`src/hw/rtl/bls_pkg.sv`:
```
`default_nettype none

package bls_pkg;

  // Coordinate and decision-value widths
  localparam int COORD_BITS = 12;
  localparam int ERR_BITS   = COORD_BITS + 4;

  // Action codes
  localparam logic ACT_START = 1'b0;
  localparam logic ACT_STEP  = 1'b1;

  typedef logic signed [COORD_BITS-1:0] coord_t;
  typedef logic signed [COORD_BITS:0]   delta_t;
  typedef logic        [COORD_BITS-1:0] mag_t;
  typedef logic signed [ERR_BITS-1:0]   err_t;

  // Input word
  typedef struct packed {
    logic   action;
    coord_t x_start;
    coord_t y_start;
    coord_t x_end;
    coord_t y_end;
  } in_t;

  // Result word
  typedef struct packed {
    coord_t point_x;
    coord_t point_y;
    logic   point_valid;
    logic   last_point;
  } out_t;

  // Classified command from the front end to the stepping engine
  typedef struct packed {
    logic   is_start;
    coord_t x0;
    coord_t y0;
    coord_t tx;
    coord_t ty;
    logic   x_neg;
    logic   y_neg;
    logic   x_major;
    logic   single;
    err_t   err;
    err_t   keep;
    err_t   move;
  } cmd_t;

endpackage

`default_nettype wire

```
`src/hw/rtl/bls_fifo.sv`:
```
`default_nettype none

module bls_fifo #(
  parameter int WIDTH = 8,
  parameter int DEPTH = 2
) (
  input  wire logic             clk,
  input  wire logic             rst_n,
  input  wire logic             push,
  output logic                  full,
  input  wire logic [WIDTH-1:0] data_in,
  input  wire logic             pop,
  output logic                  empty,
  output logic      [WIDTH-1:0] data_out
);

  localparam int AW = (DEPTH > 1) ? $clog2(DEPTH) : 1;
  localparam int CW = $clog2(DEPTH + 1);

  logic [WIDTH-1:0] mem_r [DEPTH];
  logic [AW-1:0]    wr_ptr_r, wr_ptr_nxt;
  logic [AW-1:0]    rd_ptr_r, rd_ptr_nxt;
  logic [CW-1:0]    count_r, count_nxt;
  logic             do_push, do_pop;

  assign full     = (count_r == CW'(DEPTH));
  assign empty    = (count_r == '0);
  assign do_push  = push && !full;
  assign do_pop   = pop && !empty;
  assign data_out = mem_r[rd_ptr_r];

  // Pointer and occupancy update
  always_comb begin
    wr_ptr_nxt = wr_ptr_r;
    rd_ptr_nxt = rd_ptr_r;
    count_nxt  = count_r;
    if (do_push) begin
      wr_ptr_nxt = (wr_ptr_r == AW'(DEPTH - 1)) ? '0 : wr_ptr_r + 1'b1;
    end
    if (do_pop) begin
      rd_ptr_nxt = (rd_ptr_r == AW'(DEPTH - 1)) ? '0 : rd_ptr_r + 1'b1;
    end
    if (do_push && !do_pop) begin
      count_nxt = count_r + 1'b1;
    end else if (do_pop && !do_push) begin
      count_nxt = count_r - 1'b1;
    end
  end

  always_ff @(posedge clk) begin
    if (!rst_n) begin
      wr_ptr_r <= '0;
      rd_ptr_r <= '0;
      count_r  <= '0;
    end else begin
      wr_ptr_r <= wr_ptr_nxt;
      rd_ptr_r <= rd_ptr_nxt;
      count_r  <= count_nxt;
    end
  end

  // Storage, no reset
  always_ff @(posedge clk) begin
    if (do_push) begin
      mem_r[wr_ptr_r] <= data_in;
    end
  end

endmodule

`default_nettype wire

```
`src/hw/rtl/bls_front.sv`:
```
`default_nettype none

module bls_front (
  input  wire logic        clk,
  input  wire logic        rst_n,
  input  wire logic        push,
  output logic             full,
  input  wire bls_pkg::in_t in_word,
  output logic             cmd_push,
  input  wire logic        cmd_full,
  output bls_pkg::cmd_t    cmd_word
);

  import bls_pkg::*;

  logic   valid_r, valid_nxt;
  logic   action_r;
  coord_t xs_r, ys_r, xe_r, ye_r;
  delta_t dx_r, dy_r;
  logic   accept;

  mag_t   mx, my, major, minor;
  delta_t ax, ay;
  logic   x_major;
  err_t   keep_w;

  // Holding stage: drains into the command queue when it has room
  assign cmd_push = valid_r && !cmd_full;
  assign full     = valid_r && cmd_full;
  assign accept   = push && !full;

  always_comb begin
    valid_nxt = valid_r;
    if (accept) begin
      valid_nxt = 1'b1;
    end else if (cmd_push) begin
      valid_nxt = 1'b0;
    end
  end

  always_ff @(posedge clk) begin
    if (!rst_n) begin
      valid_r <= 1'b0;
    end else begin
      valid_r <= valid_nxt;
    end
  end

  // Capture endpoints and signed deltas
  always_ff @(posedge clk) begin
    if (accept) begin
      action_r <= in_word.action;
      xs_r     <= in_word.x_start;
      ys_r     <= in_word.y_start;
      xe_r     <= in_word.x_end;
      ye_r     <= in_word.y_end;
      dx_r     <= delta_t'(in_word.x_end) - delta_t'(in_word.x_start);
      dy_r     <= delta_t'(in_word.y_end) - delta_t'(in_word.y_start);
    end
  end

  // Classify: magnitudes, directions, major axis, error increments
  always_comb begin
    ax      = dx_r[COORD_BITS] ? -dx_r : dx_r;
    ay      = dy_r[COORD_BITS] ? -dy_r : dy_r;
    mx      = ax[COORD_BITS-1:0];
    my      = ay[COORD_BITS-1:0];
    x_major = (mx > my);
    major   = x_major ? mx : my;
    minor   = x_major ? my : mx;
    keep_w  = err_t'({minor, 1'b0});

    cmd_word.is_start = (action_r == ACT_START);
    cmd_word.x0       = xs_r;
    cmd_word.y0       = ys_r;
    cmd_word.tx       = xe_r;
    cmd_word.ty       = ye_r;
    cmd_word.x_neg    = dx_r[COORD_BITS];
    cmd_word.y_neg    = dy_r[COORD_BITS];
    cmd_word.x_major  = x_major;
    cmd_word.single   = (dx_r == '0) && (dy_r == '0);
    cmd_word.keep     = keep_w;
    cmd_word.move     = keep_w - err_t'({major, 1'b0});
    cmd_word.err      = keep_w - err_t'(major);
  end

endmodule

`default_nettype wire

```
`src/hw/rtl/bls_back.sv`:
```
`default_nettype none

module bls_back (
  input  wire logic          clk,
  input  wire logic          rst_n,
  input  wire logic          cmd_empty,
  output logic               cmd_pop,
  input  wire bls_pkg::cmd_t cmd_word,
  output logic               res_push,
  input  wire logic          res_full,
  output bls_pkg::out_t      res_word
);

  import bls_pkg::*;

  localparam coord_t STEP_POS = coord_t'(1);
  localparam coord_t STEP_NEG = coord_t'(-1);

  coord_t cur_x_r, cur_x_nxt, cur_y_r, cur_y_nxt;
  coord_t tx_r, ty_r;
  err_t   err_r, err_nxt, keep_r, move_r;
  logic   x_neg_r, y_neg_r, x_major_r;
  logic   active_r, active_nxt;

  logic   move_minor;
  coord_t x_adv, y_adv;
  logic   done;

  assign cmd_pop  = !cmd_empty && !res_full;
  assign res_push = cmd_pop;

  // One command per cycle: load a new line or advance one pixel
  always_comb begin
    move_minor = !err_r[ERR_BITS-1] && (err_r != '0);
    x_adv      = cur_x_r + (x_neg_r ? STEP_NEG : STEP_POS);
    y_adv      = cur_y_r + (y_neg_r ? STEP_NEG : STEP_POS);

    cur_x_nxt  = cur_x_r;
    cur_y_nxt  = cur_y_r;
    err_nxt    = err_r;
    active_nxt = active_r;
    done       = 1'b0;
    res_word   = '0;

    if (cmd_word.is_start) begin
      cur_x_nxt            = cmd_word.x0;
      cur_y_nxt            = cmd_word.y0;
      err_nxt              = cmd_word.err;
      active_nxt           = !cmd_word.single;
      res_word.point_x     = cmd_word.x0;
      res_word.point_y     = cmd_word.y0;
      res_word.point_valid = 1'b1;
      res_word.last_point  = cmd_word.single;
    end else if (active_r) begin
      err_nxt = err_r + (move_minor ? move_r : keep_r);
      if (x_major_r) begin
        cur_x_nxt = x_adv;
        cur_y_nxt = move_minor ? y_adv : cur_y_r;
        done      = (x_adv == tx_r);
      end else begin
        cur_y_nxt = y_adv;
        cur_x_nxt = move_minor ? x_adv : cur_x_r;
        done      = (y_adv == ty_r);
      end
      active_nxt           = !done;
      res_word.point_x     = cur_x_nxt;
      res_word.point_y     = cur_y_nxt;
      res_word.point_valid = 1'b1;
      res_word.last_point  = done;
    end
  end

  always_ff @(posedge clk) begin
    if (!rst_n) begin
      active_r <= 1'b0;
    end else if (cmd_pop) begin
      active_r <= active_nxt;
    end
  end

  // Line state, loaded on start and walked on steps
  always_ff @(posedge clk) begin
    if (cmd_pop) begin
      cur_x_r <= cur_x_nxt;
      cur_y_r <= cur_y_nxt;
      err_r   <= err_nxt;
      if (cmd_word.is_start) begin
        tx_r      <= cmd_word.tx;
        ty_r      <= cmd_word.ty;
        keep_r    <= cmd_word.keep;
        move_r    <= cmd_word.move;
        x_neg_r   <= cmd_word.x_neg;
        y_neg_r   <= cmd_word.y_neg;
        x_major_r <= cmd_word.x_major;
      end
    end
  end

endmodule

`default_nettype wire

```
`src/hw/rtl/bresenham_line_stepper.sv`:
```
`default_nettype none

// Bresenham line stepper for all octants. Push a start word (action 0) with
// two endpoints to begin a line: the start point comes back at once. Each
// step word (action 1) returns the next pixel along the line, with
// last_point set on the end point; a step with no line in progress returns
// a word with point_valid 0 and all other fields 0. A start word drops any
// line in progress. One word is accepted and one result produced per clock
// when pop is held high; a word is registered in the front holding stage,
// the command queue and the result queue, in that order, before its result
// shows. The rate is set by the stepping engine, which updates the error
// term and the current pixel once for each word. CMD_DEPTH and OUT_DEPTH size
// the queues between front end and engine and in front of the result port.
module bresenham_line_stepper #(
  parameter int CMD_DEPTH = 2,
  parameter int OUT_DEPTH = 2
) (
  input  wire logic         clk,
  input  wire logic         rst_n,
  input  wire logic         push,
  output logic              full,
  input  wire bls_pkg::in_t in_word,
  output logic              empty,
  input  wire logic         pop,
  output bls_pkg::out_t     out_word
);

  import bls_pkg::*;

  cmd_t fe_cmd, be_cmd;
  logic fe_push, cmdq_full, cmdq_empty, be_pop;
  out_t be_res;
  logic be_push, resq_full;

  // Front end: capture and classify
  bls_front u_front (
    .clk      (clk),
    .rst_n    (rst_n),
    .push     (push),
    .full     (full),
    .in_word  (in_word),
    .cmd_push (fe_push),
    .cmd_full (cmdq_full),
    .cmd_word (fe_cmd)
  );

  // Command queue
  bls_fifo #(
    .WIDTH ($bits(cmd_t)),
    .DEPTH (CMD_DEPTH)
  ) u_cmd_q (
    .clk      (clk),
    .rst_n    (rst_n),
    .push     (fe_push),
    .full     (cmdq_full),
    .data_in  (fe_cmd),
    .pop      (be_pop),
    .empty    (cmdq_empty),
    .data_out (be_cmd)
  );

  // Stepping engine
  bls_back u_back (
    .clk       (clk),
    .rst_n     (rst_n),
    .cmd_empty (cmdq_empty),
    .cmd_pop   (be_pop),
    .cmd_word  (be_cmd),
    .res_push  (be_push),
    .res_full  (resq_full),
    .res_word  (be_res)
  );

  // Result queue
  bls_fifo #(
    .WIDTH ($bits(out_t)),
    .DEPTH (OUT_DEPTH)
  ) u_out_q (
    .clk      (clk),
    .rst_n    (rst_n),
    .push     (be_push),
    .full     (resq_full),
    .data_in  (be_res),
    .pop      (pop),
    .empty    (empty),
    .data_out (out_word)
  );

endmodule

`default_nettype wire

```
`config.mk`:
```
export PLATFORM = sky130hd
export DESIGN_NAME = bresenham_line_stepper
export DESIGN_NICKNAME = d
export VERILOG_FILES = /design/src/hw/rtl/bls_pkg.sv /design/src/hw/rtl/bls_fifo.sv /design/src/hw/rtl/bls_front.sv /design/src/hw/rtl/bls_back.sv /design/src/hw/rtl/bresenham_line_stepper.sv
export SDC_FILE = /design/constraint.sdc
export NUM_CORES = 1
export LEC_CHECK = 0
export ABC_AREA = 1
export ABC_CLOCK_PERIOD_IN_PS = 8800
export BUFFER_PORTS_ARGS = -buffer_cell sky130_fd_sc_hd__buf_4
export CORE_ASPECT_RATIO = 1.2
export CORE_UTILIZATION = 45
export CTS_CLUSTER_DIAMETER = 60
export DETAILED_ROUTE_END_ITERATION = 10
export GPL_TIMING_DRIVEN = 0
export PLACE_DENSITY = 0.69
export SKIP_LAST_GASP = 1
export SYNTH_ARGS = -nofsm -noshare
export SYNTH_HDL_FRONTEND = slang
export SYNTH_SLANG_ARGS = --single-unit
```
`constraint.sdc`:
```
create_clock -name clk -period 8.8 [get_ports clk]
set_input_delay 1.32 -clock clk [delete_from_list [all_inputs] [get_ports clk]]
set_output_delay 1.32 -clock clk [all_outputs]
set_load 0.01 [all_outputs]
```
==> impl_summary.log, run 1 <==
[metrics] total CTS buffers: 42
[metrics] final wirelength: 47200 um
[metrics] vias in the first global route: 13700
[metrics] setup repair after global routing missed its margin: no
[metrics] switching portion of total power: 41.0%
[metrics] slowest stage cell, crit path: edfxtp_1
[metrics] Largest stage delay, worst path: 510 ps
[metrics] proportion of netlist area held by the largest area contributor: 59.3%
[metrics] clock tree sinks: 415
[metrics] startpoint type of the worst setup path: flop
[metrics] Synth area leaders: edfxtp_1 59%, nand2_1 12%, ha_1 4.7%, inv_1 3.2%, xor2_1 2.8%
[metrics] series of cell instances along the critical path: nor3_1 > nand2_1 > o31ai_1 > xor2_1 > inv_1 > ha_1 > inv_1 > o21bai_1 > inv_1 > o21ai_1 > nand2_1 > nand3_4 > nand2_8 > buf_12 > buf_8 > o21ai_1 > ha_1 > inv_1 > o21bai_1 > a21oi_1 > nand3_1 > nand2_1 > nand2_1
[metrics] cells after synthesis: 1942
[metrics] Vias/cell: 5.11
[metrics] final std cells w/o fill: 2717
[metrics] clock root buffer: clkbuf_16
[metrics] overall die area: 0.0462 sq mm
[metrics] first-pass iteration count of the detailed router: 5
[metrics] flip-flop and latch count after synthesis: 415
[metrics] placer's final routability congestion estimate: 0.906
[metrics] Rows: 85
[metrics] number of instances in the placed design: 2643
[metrics] start-to-end type of the worst setup path: reg2reg
[metrics] most used standard cells in the synthesized netlist: 628 x nand2_1, 403 x edfxtp_1, 175 x inv_1
[metrics] Overflow after GRT: 0
[metrics] chip width: 196 um
[metrics] data arrival time at the worst-slack endpoint: 5370 ps
[metrics] max frequency: 197 MHz
[metrics] internal portion of total power: 5.55 mW
[metrics] Post-Syn Area: 0.0204 sq mm
[metrics] power share of the combinational group: 46.5%
[metrics] synth warn: 0
[metrics] Post-Syn Nets: 2078
[metrics] final-layout fill cell count: 3856
[metrics] largest fanout on the critical path: 10
[metrics] Synth area leader: edfxtp_1
[metrics] proportion of synthesized chip area in sequential cells: 60.5%
[metrics] Power Density: 402 mW/mm^2
[metrics] Critical Path Sink Type: flop
[metrics] Syn Area/Cell: 10.5 sq um
[metrics] max-capacitance violation count: 0
[metrics] DR DRC count: 0
[metrics] classification of the worst-slack hold path: reg2reg
[metrics] transition time at the pin with the least slew margin: 870 ps
[metrics] number of DRC markers after the initial detailed-route iteration: 983
[metrics] global-route wire length before repair: 74800 um
[metrics] max-slew headroom at the worst pin: 41.4%
[metrics] maximum number of pins on one net before global-route repair: 75
[metrics] maximum clock insertion buffer count: 3
[metrics] PostCTS Resize Cnt: 0
[metrics] HP Start: u_front.xe_r[11]
[metrics] clock network latency to the later pin of the worst-skew pair: 590 ps
[metrics] GRT Resource Usage Total: 21.1%
[metrics] H-tree depth: 2
[metrics] peak ir drop on the vdd network: 0.168 mV
[metrics] hold buffers post-CTS: 0
[metrics] setup total negative slack: 0 ps
[metrics] via count: 13900
[metrics] antenna viol nets, final: 0
[metrics] HPWL Detailed: 35900 um
[metrics] number of ports placed on the die boundary: 81
[metrics] LEAKAGE: 9.72 nW
[metrics] share of total power in sequential cells: 34.7%
[metrics] Most used DFF post-synth: edfxtp_1
[metrics] final routed wire length divided by cell count: 17.4 um
[metrics] distinct cell type count after synthesis: 50
[metrics] Async SR Flop Fraction: 0%
[metrics] layout net count: 2214
[metrics] Pins Over Slew Limit: 0
[metrics] number of setup buffers added after CTS: 0
[metrics] worst clock skew: 41.7 ps
[metrics] startpoint of the most critical setup path: u_front.dy_r[0]
[metrics] Sw Pwr: 3.86 mW
[metrics] antenna violations before repair: 1
[metrics] die outline height: 235 um
[metrics] number of synthesized flops with an enable pin: 403
[metrics] final hold vios: 0
[metrics] number of endpoints failing setup at the final stage: 0
[metrics] TritonCTS clock tree: yes
[metrics] Tcrit/Tclk final: 57.7%
[metrics] Reg-to-Reg Start: u_front.dy_r[0]
[metrics] initial cell density of the core: 45.6%
[metrics] clk slew on worst S/H paths: 70 ps
[metrics] cell with the most instances after synthesis: nand2_1
[metrics] CP required: 9100 ps
[metrics] total of buffers placed on input and output ports: 80
[metrics] shortest clock period the worst path allows after layout: 5080 ps
[metrics] run status: complete, no violations
[metrics] growth of design area from synthesis to finish: 14.8%
[metrics] core outline area: 0.0448 sq mm
[metrics] fraction of layout cells with a size suffix above 1: 12.4%
[metrics] part of the total power dissipated in the clock network: 18.8%
final timing paths:
path | end | slack, ps | cells after the start
setup reg to reg | u_cmd_q.mem_r[0][40] | 3720 | 23
setup / recovery | u_cmd_q.mem_r[0][40] | 3720 | 23
hold reg to reg | u_cmd_q.mem_r[1][71] | 440 | 0
hold / removal | u_cmd_q.mem_r[1][71] | 440 | 0
final cells by class:
type                    count  area [sq um]  area share (%)
repair buffers             92           868            3.71
multi-input cells        1298          7170            30.6
inverters                 181           682            2.91
well taps                 609           762            3.25
flip-flops and latches    415         12300            52.7
clock buffers              50          1110            4.75
clock inverters            23           249            1.06
diodes                      1          2.50          0.0107
plain buffers              48           241            1.03
layout by cell type, fill, tap and decap left out, types with 7 or more instances in the layout:
master / netlist / layout
nand4_1: 14 / 14
and2_1: 11 / 11
clkbuf_16: 0 / 43
nor3_1: 13 / 13
clkinv_1: 1 / 7
ha_1: 77 / 77
clkbuf_1: 34 / 40
dfxtp_1: 12 / 12
mux2_2: 26 / 26
nor4_1: 7 / 7
xnor2_1: 29 / 29
xor2_1: 65 / 65
inv_1: 175 / 173
o21ai_0: 70 / 70
edfxtp_1: 403 / 403
o211ai_1: 16 / 16
buf_4: 2 / 82
nand2_2: 32 / 32
nor2_1: 69 / 64
a21oi_1: 92 / 92
nand3_1: 75 / 75
o21ai_1: 12 / 12
nand2_1: 628 / 628
layer usage:
layer / vias to the layer above / global-route usage, % / share of wire [%]
met5: - / 0 / 0
met4: 0 / 8.81 / 3.7
met3: 87 / 2.99 / 4.7
met2: 350 / 35.1 / 49
met1: 6578 / 27.5 / 43
li1: 6863 / - / -
power groups by stage:
stage / registers (mW) / clock network (mW) / logic, mW
after global placement: 3.33 / 0 / 4.21
final: 3.26 / 1.77 / 4.38
after CTS: 3.26 / 1.80 / 4.39
after global routing: 3.31 / 1.88 / 4.91
after detailed placement: 3.30 / 0 / 4.37
after floorplan: 3.24 / 0 / 3.08
state kept, by name (all words and copies together) (netlist names), 13 cells and up, named ones only:
signal         cells
u_front.dx_r      13
u_out_q.mem_r     52
u_back.move_r     13
u_cmd_q.mem_r    184
u_front.dy_r      13
u_back.err_r      16
per-stage QoR:
| stage | setup WS, ps | hold slack, ps | utilization [%] | power [mW] | instance area, sq um |
|---|---|---|---|---|---|
| global route | 3340 | 455 | 52.3 | 10.1 | 23400 |
| floorplan | 3710 | 421 | - | 6.32 | 20400 |
| detailed placement | 3760 | 430 | 49.3 | 7.67 | 22100 |
| finish | 3720 | 438 | 52.3 | 9.41 | 23400 |
| CTS | 3740 | 441 | 52.3 | 9.46 | 23400 |
| global placement | 1380 | 422 | 48.6 | 7.53 | 21800 |
critical path: cells and delay by family (launching register included):
family / cells / cell delay [ps]
fa+ha+maj: 2 / 840
simple gates: 8 / 1010
buf+inv: 6 / 750
compound gates: 6 / 1330
xor+xnor: 1 / 350
flops: 1 / 510
cell families (layout without fill, tap and decap cells):
kind of cell / Yosys count / in the layout / share of synthesized area (%)
XOR/XNOR: 94 / 94 / 4.04
AND/OR/NAND/NOR: 874 / 874 / 18.2
buffers and inverters: 229 / 394 / 4.51
multiplexers: 26 / 26 / 1.44
flip-flops: 415 / 415 / 60.5
other: 0 / 1 / 0
adder cells (fa/ha/maj): 83 / 83 / 5.31
AO/OA/AOI/OAI: 221 / 221 / 6.06
(Power assumes the default switching activity.)
==> run 2: changes to the inputs <==
--- a/config.mk
+++ b/config.mk
@@ -5,8 +5,8 @@
 export SDC_FILE = /design/constraint.sdc
 export NUM_CORES = 1
 export LEC_CHECK = 0
-export ABC_AREA = 1
-export ABC_CLOCK_PERIOD_IN_PS = 8800
+export ABC_AREA = 0
+export ABC_CLOCK_PERIOD_IN_PS = 4900
 export BUFFER_PORTS_ARGS = -buffer_cell sky130_fd_sc_hd__buf_4
 export CORE_ASPECT_RATIO = 1.2
 export CORE_UTILIZATION = 45
==> constraint.sdc (replaced) <==
create_clock -name clk -period 4.9 [get_ports clk]
set_input_delay 0.735 -clock clk [delete_from_list [all_inputs] [get_ports clk]]
set_output_delay 0.735 -clock clk [all_outputs]
set_load 0.01 [all_outputs]
==> run 2 against run 1 <==
Effect of this change:
- die area is 0.45% lower
- setup slack lost 4300 ps
- critical path type unchanged
- the run now ends with negative setup slack left
- via count fell by 7.9%
- clock power is 73% higher
- non-clock buffer count up 101
==> impl_summary.log, run 2 <==
[metrics] power after layout: 16.5 mW (was 9.41 mW)
[metrics] final-layout fill cell count: 3531 (was 3856)
[metrics] Synth area leader: edfxtp_1 (unchanged)
[metrics] number of synthesized flops with an enable pin: 403 (unchanged)
[metrics] run status: complete, but fails checks (was complete, no violations)
[metrics] final hold vios: 0 (unchanged)
[metrics] vias in the first global route: 12800 (was 13700)
[metrics] clock root buffer: clkbuf_16 (unchanged)
[metrics] cells after synthesis: 1531 (was 1942)
[metrics] largest fanout on the critical path: 6 (was 10)
[metrics] Storage cell area: 0.0123 sq mm (unchanged)
[metrics] total area of multi-input combinational cells: 0.00820 sq mm (was 0.00717 sq mm)
[metrics] distinct cell type count after synthesis: 83 (was 50)
[metrics] Async SR Flop Fraction: 0% (unchanged)
[metrics] DR DRC count: 0 (unchanged)
[metrics] leading cell type in the layout, fill and taps excluded: edfxtp_1 (was nand2_1)
[metrics] slowest stage cell, crit path: or3_4 (was edfxtp_1)
[metrics] setup total negative slack: -9160 ps (was 0 ps)
[metrics] most used standard cells in the synthesized netlist: 403 x edfxtp_1, 94 x mux2_2, 94 x nor2_1 (was 628 x nand2_1, 403 x edfxtp_1, 175 x inv_1)
[metrics] Synth area leaders: edfxtp_1 60%, mux2_2 5.2%, ha_1 4.7%, xnor2_1 3.1%, mux2i_1 2.6% (was edfxtp_1 59%, nand2_1 12%, ha_1 4.7%, inv_1 3.2%, xor2_1 2.8%)
[metrics] Sw Pwr: 6.02 mW (was 3.86 mW)
[metrics] GRT Resource Usage Total: 19.9% (was 21.1%)
[metrics] H-tree depth: 2 (unchanged)
[metrics] growth of design area from synthesis to finish: 22.4% (was 14.8%)
[metrics] first-pass iteration count of the detailed router: 5 (unchanged)
[metrics] total CTS buffers: 40 (was 42)
[metrics] Largest register FFs: 184 (unchanged)
[metrics] Most used DFF post-synth: edfxtp_1 (unchanged)
[metrics] part of the total power dissipated in the clock network: 18.6% (was 18.8%)
[metrics] post-route cell area: 0.0249 sq mm (was 0.0234 sq mm)
[metrics] core outline area: 0.0441 sq mm (was 0.0448 sq mm)
[metrics] switching portion of total power: 36.4% (was 41.0%)
[metrics] CP required: 5260 ps (was 9100 ps)
[metrics] register bank with the most flops: u_cmd_q.mem_r (unchanged)
[metrics] TritonCTS clock tree: yes (unchanged)
[metrics] number of endpoints failing setup at the final stage: 20 (was 0)
[metrics] Post-Syn Nets: 1667 (was 2078)
[metrics] fraction of layout cells with a size suffix above 1: 27.5% (was 12.4%)
[metrics] kind of cell with the highest combined delay on the critical path: compound AO/OA/AOI/OAI gates (unchanged)
[metrics] LEAKAGE: 9.14 nW (was 9.72 nW)
[metrics] Top Registers: u_cmd_q.mem_r x184, u_out_q.mem_r x52, u_back.err_r x16 (unchanged)
[metrics] placer's final routability congestion estimate: 0.871 (was 0.906)
[metrics] proportion of netlist area held by the largest area contributor: 59.6% (was 59.3%)
[metrics] global-route wire length before repair: 70500 um (was 74800 um)
[metrics] Overflow after GRT: 0 (unchanged)
[metrics] total of buffers placed on input and output ports: 80 (unchanged)
[metrics] classification of the worst-slack hold path: in2reg (was reg2reg)
[metrics] internal portion of total power: 10.5 mW (was 5.55 mW)
[metrics] buffer and inverter count on the worst path: 10 (was 6)
[metrics] clk slew on worst S/H paths: 60 ps (was 70 ps)
[metrics] number of DRC markers after the initial detailed-route iteration: 849 (was 983)
[metrics] cell with the most instances after synthesis: edfxtp_1 (was nand2_1)
[metrics] startpoint type of the worst setup path: flop (unchanged)
[metrics] die outline height: 235 um (about the same)
[metrics] data arrival time at the worst-slack endpoint: 5880 ps (was 5370 ps)
[metrics] layout net count: 1902 (was 2214)
[metrics] Power Density: 666 mW/mm^2 (was 402 mW/mm^2)
[metrics] Post-Syn Area: 0.0203 sq mm (was 0.0204 sq mm)
[metrics] Pins Over Slew Limit: 0 (unchanged)
[metrics] via count: 12800 (was 13900)
[metrics] shortest clock period the worst path allows after layout: 5520 ps (was 5080 ps)
[metrics] chip width: 196 um (about the same)
[metrics] Syn Area/Cell: 13.3 sq um (was 10.5 sq um)
[metrics] start-to-end type of the worst setup path: reg2reg (unchanged)
[metrics] HPWL Detailed: 32500 um (was 35900 um)
[metrics] power share of the combinational group: 47.5% (was 46.5%)
[metrics] antenna viol nets, final: 0 (unchanged)
[metrics] setup repair after global routing missed its margin: yes (was no)
[metrics] max-slew headroom at the worst pin: 21.9% (was 41.4%)
[metrics] Placed Area: 0.0220 sq mm (was 0.0221 sq mm)
[metrics] maximum number of pins on one net before global-route repair: 62 (was 75)
[metrics] commonest cells after routing, fill and taps aside: 403 x edfxtp_1, 180 x buf_4, 94 x mux2_2 (was 628 x nand2_1, 403 x edfxtp_1, 173 x inv_1)
[metrics] clock tree sinks: 415 (unchanged)
[metrics] hold buffers post-CTS: 0 (unchanged)
[metrics] proportion of synthesized chip area in sequential cells: 60.8% (was 60.5%)
[metrics] overall die area: 0.0460 sq mm (was 0.0462 sq mm)
[metrics] Critical Path Sink Type: flop (unchanged)
[metrics] peak ir drop on the vdd network: 0.299 mV (was 0.168 mV)
[metrics] Tcrit/Tclk final: 113% (was 57.7%)
[metrics] Largest stage delay, worst path: 440 ps (was 510 ps)
[metrics] Crit path top cell by count: buf_6
[metrics] worst clock skew: 39.1 ps (was 41.7 ps)
[metrics] max frequency: 181 MHz (was 197 MHz)
[metrics] number of antenna repair diodes: 0 (was 1)
[metrics] final routed wire length divided by cell count: 19.6 um (was 17.4 um)
[metrics] max-capacitance violation count: 0 (unchanged)
[metrics] number of ports placed on the die boundary: 81 (unchanged)
[metrics] initial cell density of the core: 46.0% (was 45.6%)
[metrics] number of instances in the placed design: 2180 (was 2643)
[metrics] Rows: 84 (was 85)
[metrics] final std cells w/o fill: 2356 (was 2717)
[metrics] failing checks: negative setup slack
[metrics] final wirelength: 46100 um (was 47200 um)
[metrics] share of total power in sequential cells: 34.0% (was 34.7%)
[metrics] transition time at the pin with the least slew margin: 1170 ps (was 870 ps)
[metrics] flip-flop and latch count after synthesis: 415 (unchanged)
[metrics] worst-case setup margin in the final layout: -621 ps (was 3720 ps)
[metrics] clock network latency to the later pin of the worst-skew pair: 570 ps (was 590 ps)
[metrics] antenna violations before repair: 1 (unchanged)
[metrics] maximum clock insertion buffer count: 3 (unchanged)
[metrics] synth warn: 0 (unchanged)
[metrics] Vias/cell: 5.43 (was 5.11)
==> run 2: area by class of cell <==
cell class / instances / area share [%]
clock buffer: 46 / 4.16
multi-input combinational: 980 / 33.0
sequential: 415 / 49.7
tap: 559 / 2.81
inverter: 88 / 1.39
clock inverter: 27 / 1.19
buffer: 43 / 1.11
timing repair buffer: 198 / 6.66
==> run 2: power by group through the flow <==
stage | combinational, mW | clock (mW) | sequential, mW
final | 7.85 | 3.07 | 5.62
after floorplan | 4.77 | 0 | 5.57
after global routing | 8.54 | 3.25 | 5.68
after global placement | 6.31 | 0 | 5.72
after detailed placement | 6.61 | 0 | 5.68
after CTS | 7.52 | 3.13 | 5.62
==> run 2: path summary, 6_finish.rpt <==
check                                     start              endpoint  slack (ps)  cells after the start
worst max-delay path            u_front.dy_r[0]  u_cmd_q.mem_r[1][43]        -620                     28
worst min-delay path                in_word[40]       u_front.xs_r[4]         350                      1
worst max register to register  u_front.dy_r[0]  u_cmd_q.mem_r[1][43]        -620                     28
worst min register to register  u_front.xe_r[2]  u_cmd_q.mem_r[1][62]         450                      0
==> run 2: repair_timing <==
item | in CTS | in global routing
hold endpoints to repair | 0 | 0
setup endpoints to repair | 82 | 44
buffers inserted | 73 | 39
resized for setup | 116 | 37
pin swaps | 57 | 44
==> run 2: routing by layer <==
layer  global-route usage, %  up-vias  routed length [um]
met5                       0        -                   0
met4                    10.1        0                2210
met3                    2.20      104                1720
met2                    32.9      304               22100
met1                    25.9     6249               20100
li1                        -     6128                   -
==> run 2: cell families (layout without fill, tap and decap cells) <==
logic type | count (synthesis) | in the layout | synth area share (%)
AO/OA/AOI/OAI | 289 | 289 | 9.65
XOR/XNOR | 116 | 116 | 5.00
adder cells (fa/ha/maj) | 91 | 91 | 5.73
buffers and inverters | 136 | 402 | 2.69
flip-flops | 415 | 415 | 60.8
multiplexers | 148 | 148 | 7.92
AND/OR/NAND/NOR | 336 | 336 | 8.23
==> run 2: metrics by stage <==
stage          worst slack [ps]  hold WS, ps  util, %
6_report                   -621          346     56.3
5_1_grt                    -904          329     56.3
4_1_cts                    -516          319     55.4
3_5_place_dp              -2290          433     49.8
3_3_place_gp              -2170          423     49.2
2_1_floorplan              -494          421        -
==> run 3: changes to the inputs <==
--- a/config.mk
+++ b/config.mk
@@ -6,7 +6,7 @@
 export NUM_CORES = 1
 export LEC_CHECK = 0
 export ABC_AREA = 0
-export ABC_CLOCK_PERIOD_IN_PS = 4900
+export ABC_CLOCK_PERIOD_IN_PS = 5900
 export BUFFER_PORTS_ARGS = -buffer_cell sky130_fd_sc_hd__buf_4
 export CORE_ASPECT_RATIO = 1.2
 export CORE_UTILIZATION = 45
@@ -14,6 +14,7 @@
 export DETAILED_ROUTE_END_ITERATION = 10
 export GPL_TIMING_DRIVEN = 0
 export PLACE_DENSITY = 0.69
+export RECOVER_POWER = 50
 export SKIP_LAST_GASP = 1
 export SYNTH_ARGS = -nofsm -noshare
 export SYNTH_HDL_FRONTEND = slang
==> constraint.sdc (replaced) <==
create_clock -name clk -period 5.9 [get_ports clk]
set_input_delay 0.885 -clock clk [delete_from_list [all_inputs] [get_ports clk]]
set_output_delay 0.885 -clock clk [all_outputs]
set_load 0.01 [all_outputs]
==> run 3 against run 2 <==
Effect of this change:
- sequential power down 17%
- final cell count down 3.7%
- critical path type unchanged
- non-clock buffer count down 86
- register-to-register slack better by 870 ps
- the flow finishes with violations (max-capacitance violations, max-slew violations)
- utilization down 3.5 points
- wire length down 6.1%
- design area down 6.3%
- critical endpoint is now u_cmd_q.mem_r[0][40]
- largest cell class unchanged
- sequential share of layout area up 3.3 points
- combinational power down 30%
- clock skew up 2.2 ps
==> impl_summary.log, run 3 (same netlist as run 2, synthesis figures left out) <==
[metrics] number of DRC markers after the initial detailed-route iteration: 804 (was 849)
[metrics] post-route cell area: 0.0233 sq mm (was 0.0249 sq mm)
[metrics] clock tree sinks: 415 (unchanged)
[metrics] total CTS buffers: 40 (unchanged)
[metrics] growth of design area from synthesis to finish: 14.7% (was 22.4%)
[metrics] placer's final routability congestion estimate: 0.890 (was 0.871)
[metrics] via count: 12200 (was 12800)
[metrics] die outline height: 235 um (unchanged)
[metrics] Rows: 84 (unchanged)
[metrics] worst clock skew: 41.3 ps (was 39.1 ps)
[metrics] leading cell type in the layout, fill and taps excluded: edfxtp_1 (unchanged)
[metrics] initial cell density of the core: 46.0% (unchanged)
[metrics] r2r setup slk: 250 ps (was -620 ps)
[metrics] shortest clock period the worst path allows after layout: 5650 ps (was 5520 ps)
[metrics] Post-Route Hold Slack: 445 ps (was 346 ps)
[metrics] clock root buffer: clkbuf_16 (unchanged)
[metrics] final wirelength: 43300 um (was 46100 um)
[metrics] final hold vios: 0 (unchanged)
[metrics] antenna violations before repair: 1 (unchanged)
[metrics] Power Density: 548 mW/mm^2 (was 666 mW/mm^2)
[metrics] chip width: 196 um (unchanged)
[metrics] destination of the worst register-to-register timing path: u_cmd_q.mem_r[0][40] (was u_cmd_q.mem_r[1][43])
[metrics] kind of cell with the highest combined delay on the critical path: compound AO/OA/AOI/OAI gates (unchanged)
[metrics] data arrival time at the worst-slack endpoint: 5980 ps (was 5880 ps)
[metrics] HPWL Detailed: 32100 um (was 32500 um)
[metrics] GRT Resource Usage Total: 18.9% (was 19.9%)
[metrics] Placed Area: 0.0218 sq mm (was 0.0220 sq mm)
[metrics] overall die area: 0.0460 sq mm (unchanged)
[metrics] worst-case setup margin in the final layout: 247 ps (was -621 ps)
[metrics] max-slew headroom at the worst pin: -122% (was 21.9%)
[metrics] Storage cell area: 0.0123 sq mm (unchanged)
[metrics] Overflow after GRT: 0 (unchanged)
[metrics] Crit. path cell count: 26 (was 28)
[metrics] Top Registers: u_cmd_q.mem_r x184, u_out_q.mem_r x52, u_back.err_r x16 (unchanged)
[metrics] number of endpoints failing setup at the final stage: 0 (was 20)
[metrics] CP required: 6220 ps (was 5260 ps)
[metrics] maximum number of pins on one net before global-route repair: 57 (was 62)
[metrics] setup total negative slack: 0 ps (was -9160 ps)
[metrics] largest fanout on the critical path: 28 (was 6)
[metrics] TritonCTS clock tree: yes (unchanged)
[metrics] Largest register FFs: 184 (unchanged)
[metrics] layout net count: 1816 (was 1902)
[metrics] run status: complete, but fails checks (unchanged)
[metrics] Tcrit/Tclk final: 95.8% (was 113%)
[metrics] Critical Path End: u_cmd_q.mem_r[0][40] (was u_cmd_q.mem_r[1][43])
[metrics] H-tree depth: 2 (unchanged)
[metrics] Pins Over Slew Limit: 245 (was 0)
[metrics] fraction of layout cells with a size suffix above 1: 17.8% (was 27.5%)
[metrics] global-route wire length before repair: 67200 um (was 70500 um)
[metrics] clock network latency to the later pin of the worst-skew pair: 560 ps (was 570 ps)
[metrics] final std cells w/o fill: 2268 (was 2356)
[metrics] max frequency: 177 MHz (was 181 MHz)
[metrics] start-to-end type of the worst setup path: reg2reg (unchanged)
[metrics] Reg-to-Reg Start: u_front.dx_r[0] (was u_front.dy_r[0])
[metrics] Critical Path Sink Type: flop (unchanged)
[metrics] transition time at the pin with the least slew margin: 3330 ps (was 1170 ps)
[metrics] register bank with the most flops: u_cmd_q.mem_r (unchanged)
[metrics] hold buffers post-CTS: 0 (unchanged)
[metrics] final routed wire length divided by cell count: 19.1 um (was 19.6 um)
[metrics] final cell utilization of the core: 52.8% (was 56.3%)
[metrics] total of buffers placed on input and output ports: 80 (unchanged)
[metrics] peak ir drop on the vdd network: 0.229 mV (was 0.299 mV)
[metrics] Place WS: -1580 ps (was -2290 ps)
[metrics] slowest stage cell, crit path: edfxtp_1 (was or3_4)
[metrics] worst r2r path cells: 26 (was 28)
[metrics] classification of the worst-slack hold path: reg2reg (was in2reg)
[metrics] commonest cells after routing, fill and taps aside: 403 x edfxtp_1, 94 x mux2_2, 92 x nor2_1 (was 403 x edfxtp_1, 180 x buf_4, 94 x mux2_2)
[metrics] antenna viol nets, final: 0 (unchanged)
[metrics] number of antenna repair diodes: 0 (unchanged)
[metrics] number of ports placed on the die boundary: 81 (unchanged)
[metrics] Largest stage delay, worst path: 490 ps (was 440 ps)
[metrics] total area of multi-input combinational cells: 0.00767 sq mm (was 0.00820 sq mm)
[metrics] failing checks: max-capacitance violations, max-slew violations (was negative setup slack)
[metrics] DR DRC count: 0 (unchanged)
[metrics] power after layout: 12.8 mW (was 16.5 mW)
[metrics] startpoint of the most critical setup path: u_front.dx_r[0] (was u_front.dy_r[0])
[metrics] vias in the first global route: 12100 (was 12800)
[metrics] max-capacitance violation count: 7 (was 0)
[metrics] final-layout fill cell count: 3715 (was 3531)
[metrics] clk slew on worst S/H paths: 70 ps (was 60 ps)
[metrics] Crit path top cell by count: o21a_1 (was buf_6)
[metrics] startpoint type of the worst setup path: flop (unchanged)
[metrics] core outline area: 0.0441 sq mm (unchanged)
[metrics] number of instances in the placed design: 2179 (was 2180)
[metrics] LEAKAGE: 8.41 nW (was 9.14 nW)
[metrics] first-pass iteration count of the detailed router: 5 (unchanged)
[metrics] buffer and inverter count on the worst path: 6 (was 10)
[metrics] maximum clock insertion buffer count: 3 (unchanged)
[metrics] Vias/cell: 5.38 (was 5.43)
==> run 3: cell count changes in the layout (fill, tap and decap cells not counted), sizes merged <==
cell	before	now
buf	212	68
bufinv	3	4
clkbuf	75	130
clkinv	19	16
clkinvlp	5	4
inv	88	92
==> run 3: where the power goes <==
group | total, mW | internal [mW] | switching (mW)
clock | 2.58 | 1.46 | 1.12
combinational | 5.50 | 2.28 | 3.22
sequential | 4.67 | 4.39 | 0.282
==> run 3: how the worst min path moves through the flow <==
stage / endpoint / from / cells after the start
finish: u_cmd_q.mem_r[1][55] / u_front.ye_r[7] / 0
global route: u_cmd_q.mem_r[0][55] / u_front.ye_r[7] / 0
CTS: u_cmd_q.mem_r[0][55] / u_front.ye_r[7] / 0
detailed placement: u_cmd_q.mem_r[1][55] / u_front.ye_r[7] / 0
global placement: u_cmd_q.mem_r[0][63] / u_front.xe_r[3] / 0
floorplan: u_cmd_q.mem_r[0][48] / u_front.ye_r[0] / 0
==> run 3: area by class of cell <==
class                      instances  share of cell area [%]
sequential                       415                    53.0
multi-input combinational        980                    32.9
clock buffer                      43                    4.39
timing repair buffer             114                    3.04
tap                              559                    3.00
inverter                          88                    1.43
clock inverter                    28                    1.32
buffer                            41                   0.887
==> run 3: what timing repair did <==
action / 4_1_cts / 5_1_grt
endpoints found under the setup margin: 36 / 10
gates resized for setup: 45 / 18
setup buffers: 15 / 10
gates cloned: 0 / 0
pin swaps: 10 / 10
==> run 3: routing by layer <==
layer	part of all wire [%]	GRT usage (%)	vias up
met1	44	25.2	5892
met4	3.5	7.01	2
li1	-	-	5963
met2	48	31.5	256
met5	0.023	0	-
met3	4.5	2.27	78
